[src/rtl/bc4_bc5_block_encoder_top_defines.svh]
// Assertion macros used by the RTL front end.
`ifndef BC4_BC5_BLOCK_ENCODER_TOP_DEFINES_SVH
`define BC4_BC5_BLOCK_ENCODER_TOP_DEFINES_SVH

// Same-cycle implication.
`define BCE_ASSERT_IMP(lbl, ante, cons, msg) \
	lbl: assert property (@(posedge clk) disable iff (!arst_n) (ante) |-> (cons)) \
		else $error(msg);

// Next-cycle implication.
`define BCE_ASSERT_NXT(lbl, ante, cons, msg) \
	lbl: assert property (@(posedge clk) disable iff (!arst_n) (ante) |=> (cons)) \
		else $error(msg);

`endif

[src/rtl/bce_pkg.sv]
package bce_pkg;

	localparam int unsigned TEXELS = 16;
	localparam int unsigned POS_W  = 4;
	localparam int unsigned ADDR_W = POS_W + 1;

	// n/7 and n/5 for n < 2048 by reciprocal multiply
	localparam logic [11:0] RECIP7 = 12'd2341;
	localparam logic [11:0] RECIP5 = 12'd3277;
	localparam int unsigned RECIP_SHIFT = 14;

	localparam logic REG_MODE = 1'b0;

	typedef struct packed {
		logic [7:0] red_sample;
		logic [7:0] green_sample;
	} texel_t;

	typedef struct packed {
		logic [7:0]  endpoint_high;
		logic [7:0]  endpoint_low;
		logic [47:0] index_bits;
		logic        channel_tag;
		logic        last_of_block;
	} block_t;

	typedef struct packed {
		logic       bank;
		logic [7:0] red_max;
		logic [7:0] red_min;
		logic [7:0] green_max;
		logic [7:0] green_min;
		logic       mode;
	} job_t;

	typedef struct packed {
		logic              en;
		logic [ADDR_W-1:0] addr;
		logic [15:0]       data;
	} wr_t;

	typedef struct packed {
		logic valid;
		logic bank;
	} rel_t;

	typedef enum logic [2:0] {
		ST_IDLE,
		ST_PAL,
		ST_SCAN,
		ST_DRAIN,
		ST_OUT
	} back_state_t;

endpackage

[src/rtl/bce_fifo.sv]
module bce_fifo (
	input  logic          clk,
	input  logic          arst_n,
	input  logic          push,
	input  bce_pkg::job_t push_data,
	input  logic          pop,
	output logic          full,
	output logic          not_empty,
	output bce_pkg::job_t head
);
	import bce_pkg::*;

	job_t       mem_q [2];
	logic       wr_ptr_q;
	logic       rd_ptr_q;
	logic [1:0] count_q;

	always_ff @(posedge clk) begin
		if (push) begin
			mem_q[wr_ptr_q] <= push_data;
		end
	end

	always_ff @(posedge clk or negedge arst_n) begin
		if (!arst_n) begin
			wr_ptr_q <= 1'b0;
			rd_ptr_q <= 1'b0;
			count_q  <= 2'd0;
		end else begin
			if (push) begin
				wr_ptr_q <= ~wr_ptr_q;
			end
			if (pop) begin
				rd_ptr_q <= ~rd_ptr_q;
			end
			case ({push, pop})
				2'b10:   count_q <= count_q + 2'd1;
				2'b01:   count_q <= count_q - 2'd1;
				default: count_q <= count_q;
			endcase
		end
	end

	assign full      = (count_q == 2'd2);
	assign not_empty = (count_q != 2'd0);
	assign head      = mem_q[rd_ptr_q];

endmodule

[src/rtl/bce_front.sv]
`include "bc4_bc5_block_encoder_top_defines.svh"

module bce_front (
	input  logic            clk,
	input  logic            arst_n,
	input  logic            texel_valid,
	output logic            texel_stall,
	input  bce_pkg::texel_t texel,
	input  logic            mode,
	input  logic            fifo_full,
	input  logic            fifo_not_empty,
	input  bce_pkg::rel_t   rel,
	output logic            push,
	output bce_pkg::job_t   push_data,
	output bce_pkg::wr_t    wr
);
	import bce_pkg::*;

	logic [POS_W-1:0] count_q;
	logic             bank_q;
	logic [1:0]       busy_q;
	logic [1:0]       busy_n;
	logic [7:0]       rmin_q, rmax_q, gmin_q, gmax_q;
	logic [7:0]       rmin_n, rmax_n, gmin_n, gmax_n;
	logic             accept;
	logic             blk_end;

	assign texel_stall = busy_q[bank_q] | fifo_full;
	assign accept      = texel_valid & ~texel_stall;
	assign blk_end     = accept & (count_q == POS_W'(TEXELS - 1));

	assign rmin_n = (texel.red_sample   < rmin_q) ? texel.red_sample   : rmin_q;
	assign rmax_n = (texel.red_sample   > rmax_q) ? texel.red_sample   : rmax_q;
	assign gmin_n = (texel.green_sample < gmin_q) ? texel.green_sample : gmin_q;
	assign gmax_n = (texel.green_sample > gmax_q) ? texel.green_sample : gmax_q;

	assign wr.en   = accept;
	assign wr.addr = {bank_q, count_q};
	assign wr.data = {texel.green_sample, texel.red_sample};

	assign push                = blk_end;
	assign push_data.bank      = bank_q;
	assign push_data.red_max   = rmax_n;
	assign push_data.red_min   = rmin_n;
	assign push_data.green_max = gmax_n;
	assign push_data.green_min = gmin_n;
	assign push_data.mode      = mode;

	always_comb begin
		busy_n = busy_q;
		if (rel.valid) begin
			busy_n[rel.bank] = 1'b0;
		end
		if (blk_end) begin
			busy_n[bank_q] = 1'b1;
		end
	end

	always_ff @(posedge clk or negedge arst_n) begin
		if (!arst_n) begin
			count_q <= '0;
			bank_q  <= 1'b0;
			busy_q  <= 2'b00;
			rmin_q  <= 8'hff;
			rmax_q  <= 8'h00;
			gmin_q  <= 8'hff;
			gmax_q  <= 8'h00;
		end else begin
			busy_q <= busy_n;
			if (blk_end) begin
				count_q <= '0;
				bank_q  <= ~bank_q;
				rmin_q  <= 8'hff;
				rmax_q  <= 8'h00;
				gmin_q  <= 8'hff;
				gmax_q  <= 8'h00;
			end else if (accept) begin
				count_q <= count_q + POS_W'(1);
				rmin_q  <= rmin_n;
				rmax_q  <= rmax_n;
				gmin_q  <= gmin_n;
				gmax_q  <= gmax_n;
			end
		end
	end

	`BCE_ASSERT_IMP(a_push_room, push, !fifo_full, "block pushed into full queue")
	`BCE_ASSERT_IMP(a_rel_busy, rel.valid, busy_q[rel.bank], "release of idle bank")
	`BCE_ASSERT_IMP(a_busy_queued, busy_q != 2'b00, fifo_not_empty, "busy bank without job")
	`BCE_ASSERT_NXT(a_push_marks, push, busy_q[$past(bank_q)], "bank not marked busy")

endmodule

[src/rtl/bce_back.sv]
module bce_back (
	input  logic            clk,
	input  logic            arst_n,
	input  bce_pkg::wr_t    wr,
	input  logic            job_valid,
	input  bce_pkg::job_t   job,
	output logic            pop,
	output bce_pkg::rel_t   rel,
	output logic            block_valid,
	input  logic            block_stall,
	output bce_pkg::block_t block
);
	import bce_pkg::*;

	function automatic logic [7:0] pal_entry(input logic [7:0] hi, input logic [7:0] lo,
	                                         input int unsigned i, input logic seven);
		logic [10:0] num;
		logic [22:0] prod;
		begin
			if (seven) begin
				num  = 11'(7 - i) * 11'(hi) + 11'(i) * 11'(lo);
				prod = 23'(num) * 23'(RECIP7);
			end else begin
				num  = 11'(5 - i) * 11'(hi) + 11'(i) * 11'(lo);
				prod = 23'(num) * 23'(RECIP5);
			end
			pal_entry = prod[RECIP_SHIFT +: 8];
		end
	endfunction

	logic [15:0]      mem_q [2 * TEXELS];
	back_state_t      state_q, state_n;
	logic             chan_q;
	logic [POS_W-1:0] rd_cnt_q;
	logic [7:0]       pal_q [8];
	logic [7:0]       pal_n [8];
	logic [7:0]       hi_q, lo_q, hi_n, lo_n;
	logic             rd_v_s1;
	logic [15:0]      rd_data_s1;
	logic [47:0]      acc_q;
	logic             blk_valid_q;
	block_t           blk_q;
	logic             can_load, load, rd_en, last;
	logic [7:0]       smp;
	logic [7:0]       err;
	logic [7:0]       best_err;
	logic [2:0]       best;

	always_ff @(posedge clk) begin
		if (wr.en) begin
			mem_q[wr.addr] <= wr.data;
		end
		if (rd_en) begin
			rd_data_s1 <= mem_q[{job.bank, rd_cnt_q}];
		end
	end

	assign hi_n = chan_q ? job.green_max : job.red_max;
	assign lo_n = chan_q ? job.green_min : job.red_min;

	always_comb begin
		pal_n[0] = hi_n;
		pal_n[1] = lo_n;
		if (hi_n > lo_n) begin
			for (int unsigned i = 1; i <= 6; i++) begin
				pal_n[i + 1] = pal_entry(hi_n, lo_n, i, 1'b1);
			end
		end else begin
			for (int unsigned i = 1; i <= 4; i++) begin
				pal_n[i + 1] = pal_entry(hi_n, lo_n, i, 1'b0);
			end
			pal_n[6] = 8'd0;
			pal_n[7] = 8'd255;
		end
	end

	// nearest entry, first one wins ties
	assign smp = chan_q ? rd_data_s1[15:8] : rd_data_s1[7:0];
	always_comb begin
		best     = 3'd0;
		best_err = (smp > pal_q[0]) ? smp - pal_q[0] : pal_q[0] - smp;
		err      = best_err;
		for (int unsigned p = 1; p < 8; p++) begin
			err = (smp > pal_q[p]) ? smp - pal_q[p] : pal_q[p] - smp;
			if (err < best_err) begin
				best     = 3'(p);
				best_err = err;
			end
		end
	end

	assign can_load = ~blk_valid_q | ~block_stall;
	assign last     = ~(~chan_q & job.mode);

	always_comb begin
		state_n = state_q;
		case (state_q)
			ST_IDLE: begin
				if (job_valid) begin
					state_n = ST_PAL;
				end
			end
			ST_PAL:   state_n = ST_SCAN;
			ST_SCAN: begin
				if (rd_cnt_q == POS_W'(TEXELS - 1)) begin
					state_n = ST_DRAIN;
				end
			end
			ST_DRAIN: state_n = ST_OUT;
			ST_OUT: begin
				if (can_load) begin
					state_n = last ? ST_IDLE : ST_PAL;
				end
			end
			default:  state_n = ST_IDLE;
		endcase
	end

	always_comb begin
		rd_en    = (state_q == ST_SCAN);
		load     = (state_q == ST_OUT) & can_load;
		pop      = load & last;
		rel.valid = load & last;
		rel.bank  = job.bank;
	end

	always_ff @(posedge clk or negedge arst_n) begin
		if (!arst_n) begin
			state_q     <= ST_IDLE;
			chan_q      <= 1'b0;
			rd_cnt_q    <= '0;
			rd_v_s1     <= 1'b0;
			blk_valid_q <= 1'b0;
		end else begin
			state_q <= state_n;
			rd_v_s1 <= rd_en;
			if (state_q == ST_PAL) begin
				rd_cnt_q <= '0;
			end else if (rd_en) begin
				rd_cnt_q <= rd_cnt_q + POS_W'(1);
			end
			if (load) begin
				chan_q      <= ~last;
				blk_valid_q <= 1'b1;
			end else if (~block_stall) begin
				blk_valid_q <= 1'b0;
			end
		end
	end

	always_ff @(posedge clk) begin
		if (state_q == ST_PAL) begin
			pal_q <= pal_n;
			hi_q  <= hi_n;
			lo_q  <= lo_n;
		end
		if (rd_v_s1) begin
			acc_q <= {best, acc_q[47:3]};
		end
		if (load) begin
			blk_q.endpoint_high <= hi_q;
			blk_q.endpoint_low  <= lo_q;
			blk_q.index_bits    <= acc_q;
			blk_q.channel_tag   <= chan_q;
			blk_q.last_of_block <= last;
		end
	end

	assign block_valid = blk_valid_q;
	assign block       = blk_q;

endmodule

[src/rtl/bc4_bc5_block_encoder_top.sv]
// Channel   Handshake                         Beat
// texel     texel_valid / texel_stall          texel (red, green byte)
// block     block_valid / block_stall          block (one encoded channel)
// config    psel penable pwrite pready paddr   pwdata / prdata, mode at 0
//
// Texels load one a cycle while texel_stall is low; a block of 16 goes into
// one of two store banks. Encoding steps through palette, 16 store reads,
// drain and output per channel, then idle per block; BC5 encodes red, then green.
// texel_stall rises while the bank to fill still waits; block_stall holds output.
// Reset clears counters, queue and mode; store contents are not cleared.
module bc4_bc5_block_encoder_top (
	input  logic            clk,
	input  logic            arst_n,
	input  logic            texel_valid,
	output logic            texel_stall,
	input  bce_pkg::texel_t texel,
	output logic            block_valid,
	input  logic            block_stall,
	output bce_pkg::block_t block,
	input  logic            psel,
	input  logic            penable,
	input  logic            pwrite,
	input  logic [2:0]      paddr,
	input  logic [31:0]     pwdata,
	output logic [31:0]     prdata,
	output logic            pready
);
	import bce_pkg::*;

	logic mode_q;
	logic push, pop, fifo_full, fifo_not_empty;
	job_t push_data, head;
	wr_t  wr;
	rel_t rel;

	assign pready = 1'b1;

	always_ff @(posedge clk or negedge arst_n) begin
		if (!arst_n) begin
			mode_q <= 1'b0;
		end else if (psel & penable & pwrite & (paddr[2] == REG_MODE)) begin
			mode_q <= pwdata[0];
		end
	end

	assign prdata = (paddr[2] == REG_MODE) ? {31'd0, mode_q} : 32'd0;

	bce_front u_front (
		.clk            (clk),
		.arst_n         (arst_n),
		.texel_valid    (texel_valid),
		.texel_stall    (texel_stall),
		.texel          (texel),
		.mode           (mode_q),
		.fifo_full      (fifo_full),
		.fifo_not_empty (fifo_not_empty),
		.rel            (rel),
		.push           (push),
		.push_data      (push_data),
		.wr             (wr)
	);

	bce_fifo u_fifo (
		.clk       (clk),
		.arst_n    (arst_n),
		.push      (push),
		.push_data (push_data),
		.pop       (pop),
		.full      (fifo_full),
		.not_empty (fifo_not_empty),
		.head      (head)
	);

	bce_back u_back (
		.clk         (clk),
		.arst_n      (arst_n),
		.wr          (wr),
		.job_valid   (fifo_not_empty),
		.job         (head),
		.pop         (pop),
		.rel         (rel),
		.block_valid (block_valid),
		.block_stall (block_stall),
		.block       (block)
	);

endmodule

[config.mk]
export PLATFORM = sky130hd
export DESIGN_NAME = bc4_bc5_block_encoder_top
export DESIGN_NICKNAME = d
export VERILOG_FILES = /design/src/rtl/bce_pkg.sv /design/src/rtl/bce_fifo.sv /design/src/rtl/bce_front.sv /design/src/rtl/bce_back.sv /design/src/rtl/bc4_bc5_block_encoder_top.sv
export VERILOG_INCLUDE_DIRS = /design/src /design/src/rtl
export SDC_FILE = /design/constraint.sdc
export NUM_CORES = 2
export LEC_CHECK = 0
export BUFFER_PORTS_ARGS = -buffer_cell sky130_fd_sc_hd__buf_4
export CORE_MARGIN = 4
export CORE_UTILIZATION = 63
export CTS_CLUSTER_DIAMETER = 120
export DETAILED_ROUTE_END_ITERATION = 6
export PLACE_DENSITY = 0.84
export SYNTH_ARGS = -nofsm -noshare
export SYNTH_HDL_FRONTEND = slang
export SYNTH_SLANG_ARGS = --single-unit
export TNS_END_PERCENT = 5
[constraint.sdc]
create_clock -name clk -period 26.1 [get_ports clk]
set_input_delay 2.61 -clock clk [delete_from_list [all_inputs] [get_ports clk]]
set_output_delay 2.61 -clock clk [all_outputs]
set_load 0.01 [all_outputs]
* After elaboration in Yosys (flattened, before gate mapping)
Memories as Yosys holds them, arrays and structs flattened. A register that Yosys moved wholly into a read port is not among the register bits.
Cells that the tools add are included.
** Operators by class
- Magnitude comparators :: 24
- $add $sub $neg :: 30
- Multiply operators :: 16
- Bitwise logic cells :: 22
- Reductions and logical operators :: 10
- Equal/unequal tests :: 13
- Multiplexer cells :: 61
** Operators by type and width (number)
- $mux 8 :: 29
- $mul 11x12->22 const B :: 10
- $sub 8x8->8 :: 16
- $gt 8x8->1 :: 11
- $lt 8x8->1 :: 9
- $mux 48 :: 1
- $mul 2x8->10 const A :: 4
- $add 10x10->11 :: 2
- $mul 3x8->11 const A :: 2
- $mux 4 :: 4
- $pmux 3 s5 :: 1
- $mux 1 :: 14
- $mux 2 :: 6
- $add 10x8->11 :: 1
- $add 10x9->11 :: 1
- $add 11x8->11 :: 1
- $add 11x9->11 :: 1
- $add 8x10->11 :: 1
- $add 8x11->11 :: 1
- $add 9x10->11 :: 1
- $add 9x11->11 :: 1
- $mux 3 :: 3
- $not 1->1 :: 9
- $add 4x1->4 const B :: 2
- 25 further kinds :: 45
** Word-level totals
- Memories :: 2
- Flip-flop bits (word level) :: 232
- RAM bits :: 580
- Input port bits :: 58
** Memories
- u_back.mem_q :: depth 32, bits a word 16, read ports 1, clocked after Yosys merged registers in 1, write ports 1, RTL line bce_back.sv:31 : logic [15:0] mem_q [2 * TEXELS];
- u_fifo.mem_q :: depth 2, bits a word 34, read ports 1, clocked after Yosys merged registers in 0, write ports 1, RTL line bce_fifo.sv:13 : job_t mem_q [2];

* Logic depth before layout (Yosys ltp)
- Word-level depth :: 17
- Mapped depth :: 86

* Cells and area by module
A second synthesis with hierarchy kept.
** Second synthesis, totals
- Cell total of the unflattened synthesis :: 4725
- Area, all modules :: 59210.5 sq um
** Modules (own cells, without submodules)
- bce_back :: sequential area each 21450.6 sq um, area each 53018.3 sq um, cells each 4257, instances 1
- bce_front :: sequential area each 996.0 sq um, area each 3099.2 sq um, cells each 308, instances 1
- bce_fifo :: sequential area each 2142.1 sq um, area each 2791.4 sq um, cells each 122, instances 1
- bc4_bc5_block_encoder_top :: sequential area each 25.0 sq um, area each 301.5 sq um, cells each 38, instances 1

* Worst setup path before layout
OpenSTA, ideal clock, no wires.
- Kind :: flip-flop to flip-flop
- From :: reg u_back.chan_q
- To :: reg u_back.acc_q[45], data pin
- Stages on the path, launching flop included :: 78
- Path slack :: 9.484 ns
- Data arrival time :: 16.487 ns
- Library setup time :: 0.130 ns
- Data required time :: 25.970 ns
- Path buffers :: 7
- Cells stage by stage :: dfrtp_1 -> clkbuf_1 -> clkbuf_1 -> buf_1 -> mux2i_1 -> inv_1 -> fa_1 -> nand3_1 -> a21oi_1 -> o22ai_1 -> clkbuf_1 -> mux2_2 -> a21oi_1 -> o21ai_0 -> a21boi_0 -> xnor2_1 -> ha_1 -> a21o_1 -> [... 42 more ...] -> mux2i_1 -> inv_1 -> ha_1 -> a21o_1 -> a21o_1 -> a21oi_1 -> nand2_1 -> o21ai_0 -> a41oi_1 -> buf_2 -> mux2i_1 -> ha_1 -> a21o_1 -> a21oi_1 -> nand3_1 -> o21ai_0 -> o21bai_1 -> o22a_1
** Between the ends
- Longest elaborated chain between the ends :: 16
- Elaborated cells between the ends (all ways) :: 52
- Classes of those cells :: add/sub: 16; order compare: 15; mux: 21
** RTL lines
- start: declaration :: RTL line bce_back.sv:33 : logic chan_q;
- start signal: assignment :: RTL line bce_back.sv:143 : chan_q <= ~last;
- $mux 8 * :: RTL line bce_back.sv:78 : assign smp = chan_q ? rd_data_s1[15:8] : rd_data_s1[7:0];
- $sub 8x8->8, or another cell as far along :: RTL line bce_back.sv:84 : err = (smp > pal_q[p]) ? smp - pal_q[p] : pal_q[p] - smp;
- $mux 8, on equally long branches :: RTL line bce_back.sv:84, bce_back.sv:81
- $lt 8x8->1 :: RTL line bce_back.sv:85 : if (err < best_err) begin
- $mux 8 :: RTL line bce_back.sv:85
- $lt 8x8->1 :: RTL line bce_back.sv:85
- $mux 8 :: RTL line bce_back.sv:85
- $lt 8x8->1 :: RTL line bce_back.sv:85
- $mux 8 :: RTL line bce_back.sv:85
- $lt 8x8->1 :: RTL line bce_back.sv:85
- $mux 8 :: RTL line bce_back.sv:85
- $lt 8x8->1 :: RTL line bce_back.sv:85
- $mux 8 :: RTL line bce_back.sv:85
- $lt 8x8->1 :: RTL line bce_back.sv:85
- $mux 8 :: RTL line bce_back.sv:85
- $lt 8x8->1 :: RTL line bce_back.sv:85
- end signal: assignment :: RTL line bce_back.sv:158 : acc_q <= {best, acc_q[47:3]};
- end: declaration :: RTL line bce_back.sv:40 : logic [47:0] acc_q;
Every way passes the cells marked *; elsewhere a longest branch is shown, timed or not.
A chain may end at the register's enable or synchronous reset.

* Worst setup path in the final report
Same ends and word-level chain as after synthesis.

==> metrics.md <==
| Metric | Value |
|---|---|
| Clock Path Buffers | 3 |
| Hold crit path type | register to register |
| Post-synth ARST share | 6.52% |
| HPWL Detailed | 93,200 um |
| Antenna-violating nets left | 0 |
| First-pass GRT wire length | 214,000 um |
| Num CTS Buffers | 80 |
| Final #Nets | 5,821 |
| CTS tree | yes |
| Met3 usage | 4.09% |
| GRT met2 Usage | 50.2% |
| Resized cells post-CTS | 0 |
| Setup total negative slack | 0 ps |
| Slowest CP cell | a41oi_1 |
| Distinct cell type count after synthesis | 83 |
| Syn-to-layout area delta | 8.63% |
| Worst Max-Slew Pin Slew | 1250 ps |
| # hold bufs at CTS | 0 |
| Max cap viols | 0 |
| TritonRoute pass-1 iters | 6 |
| Initial Util | 63.4% |
| Ys Warns | 0 |
| Rel. slew slack | 16.4% |
| Top_reg_cell synth | edfxtp_1 |
| Layout cell share with drive strength beyond 1 | 12.1% |
| Vias per std cell | 6.12 |
| CTS clk-pin slew, worst paths | 60 ps |
| Synthesized instance count | 4,424 |
| Synthesized flop and latch total | 828 |
| Finish-stage setup viols | 0 |
| Setup bufs post-CTS | 0 |
| Routed length per placed instance | 23.5 um |
| Critical path fanouts, max | 27 |
| Via count | 35,689 |
| GR Overflow Total | 0 |
| Port Buf Inserts | 93 |
| Die height | 311 um |
| Grt peak-use layer | met2 |
| Initial antenna violation count | 3 |
| Met1 Usage GRT | 35.4% |
| Clock Tree Root | clkbuf_16 |
| Startpoint type of the worst setup path | register |
| Number of synthesized flops with an enable pin | 774 |
| Final period util | 67.5% |
| Syn avg cell area | 13.1 um2 |
| Die Area | 97,000 um2 |
| RSZ-0062 raised after global routing | no |
| Required time of the critical path | 26,570 ps |
| Clock skew | 62.6 ps |
| Vias in the first global route | 37,074 |
| GRT Total Usage | 28.6% |
| CTS sink count | 828 |
| DR iter-0 viols | 3,062 |
| CP peak stage delay | 890 ps |
| Largest net degree at the start of global routing | 78 |
| Placer Congestion | 0.905 |
| Sequential share of the synthesized area | 42.4% |
| Setup crit end kind | register |
| Tmin final | 17,610 ps |
| H-tree levels | 3 |
| Worst Path Arrival | 18,080 ps |
| Status | completed |
| Worst Setup Path Type | register to register |
| Num ports | 159 |
| Worst skew pair latency | 670 ps |
| Residual DRC | 0 |
| Most common cell on crit path | a21o_1 |
| Final wirelength | 137,000 um |
| Max Transition Viols Final | 0 |
| Maximum clock rate | 0.0568 GHz |
| Mapped Area | 58,000 um2 |
| Die Wd | 311 um |
| Hold Violations, Final | 0 |
| CORE AREA | 91,500 um2 |
| # rows | 111 |
-- worst max-delay path: cells and delay by family, from the launching register on --
family	cells	cell delay, ps
buffers and inverters	7	1690
multiplexers	6	1850
XOR/XNOR	1	210
flip-flops	1	320
AO/OA/AOI/OAI	42	9210
AND/OR/NAND/NOR	11	1400
adder cells (fa/ha/maj)	8	2670
-- layer usage --
| layer | part of all wire, % | wire, um | vias up |
|---|---|---|---|
| li1 | - | - | 16183 |
| met1 | 38 | 51500 | 17666 |
| met2 | 51 | 69700 | 1435 |
| met3 | 6.4 | 8740 | 401 |
| met4 | 5.2 | 7070 | 4 |
| met5 | 0.025 | 34 | - |
-- cell usage in the layout, fill, tap and decap left out, types with 17 or more instances in the layout --
cell / n
buf_4: 153
inv_1: 641
mux2_2: 45
o21bai_1: 62
mux2i_1: 61
xnor2_1: 152
nor2_1: 152
a21o_1: 104
nand2b_1: 34
o21ai_0: 122
fa_1: 254
conb_1: 32
nand2_1: 148
mux4_2: 176
nand3_1: 23
xor2_1: 75
nor2b_1: 57
ha_1: 930
edfxtp_1: 774
a21oi_1: 210
clkbuf_16: 80
dfrtp_1: 34
o21a_1: 19
nand4_1: 17
-- path summary, 6_finish.rpt --
check                                      to            start  cells after the start  slack [ps]
max in group asynchronous  u_back.rd_cnt_q[1]           arst_n                      1       23480
hold reg to reg               u_back.block[2]  u_back.acc_q[0]                      0         420
min in group asynchronous              mode_q           arst_n                      1        1980
setup reg to reg             u_back.acc_q[45]    u_back.chan_q                     75        8490
hold / removal                u_back.block[2]  u_back.acc_q[0]                      0         420
setup / recovery             u_back.acc_q[45]    u_back.chan_q                     75        8490
-- sequential cells by signal (all words and copies together) (netlist names), 16 cells and up --
| name | flops |
|---|---|
| u_back.block | 66 |
| u_back.pal_q | 64 |
| u_back.acc_q | 48 |
| u_fifo.mem_q | 68 |
| u_back.rd_data_s1 | 16 |
| u_back.mem_q | 512 |
-- cells in the mapped netlist, types with 9 or more instances --
library cell,n,area (um2)
a21o_1,104,781
a21oi_1,210,1050
a221o_1,12,120
a221oi_1,12,105
a41o_1,9,90.1
and2_1,9,56.3
buf_1,18,67.6
buf_4,32,240
clkbuf_1,57,214
dfrtp_1,38,951
dfstp_2,16,420
edfxtp_1,774,23200
fa_1,254,5080
ha_1,930,11600
inv_1,642,2410
mux2_2,45,507
mux2i_1,63,631
mux4_2,176,3960
nand2_1,148,556
nand2b_1,34,213
nand3_1,23,115
nand4_1,17,106
nor2_1,156,586
nor2b_1,57,357
nor3_1,15,75.1
o211ai_1,11,82.6
o21a_1,19,143
o21ai_0,122,611
o21bai_1,62,465
o31ai_1,11,82.6
xnor2_1,152,1330
xor2_1,75,657
-- layout make-up --
| type | instances | area, um2 |
|---|---|---|
| repair buffers | 153 | 1150 |
| clock buffers | 96 | 2100 |
| fillers | 6044 | 28500 |
| diodes | 2 | 5.00 |
| clock inverters | 53 | 637 |
| multi-input cells | 2874 | 30600 |
| well taps | 1186 | 1480 |
| flip-flops and latches | 828 | 24600 |
| inverters | 642 | 2410 |
-- cells by family (layout without fill, tap and decap cells) --
group / after synthesis / in the layout / synth area share (%)
AND/OR/NAND/NOR: 496 / 496 / 4.03
adder cells (fa/ha/maj): 1186 / 1186 / 28.9
AO/OA/AOI/OAI: 646 / 646 / 7.27
flip-flops: 828 / 828 / 42.4
XOR/XNOR: 227 / 227 / 3.43
other: 2 / 34 / 0.0129
buffers and inverters: 752 / 944 / 5.09
multiplexers: 287 / 287 / 8.86
-- metrics by stage --
| step | hold WS (ps) | utilization [%] | cells | cell area (um2) | worst slack, ps |
|---|---|---|---|---|---|
| after global placement | 403 | 65.8 | 5683 | 60300 | 8910 |
| after detailed placement | 405 | 65.8 | 5683 | 60300 | 8650 |
| final | 417 | 68.8 | 5834 | 63000 | 8490 |
| after floorplan | 400 | - | 4454 | 58100 | 9480 |
| after CTS | 419 | 68.8 | 5832 | 63000 | 8610 |
| after global routing | 431 | 68.8 | 5832 | 63000 | 6910 |
Power is not shown: default switching activity piles up to over one toggle a cycle in this logic, so the estimate is an artifact.
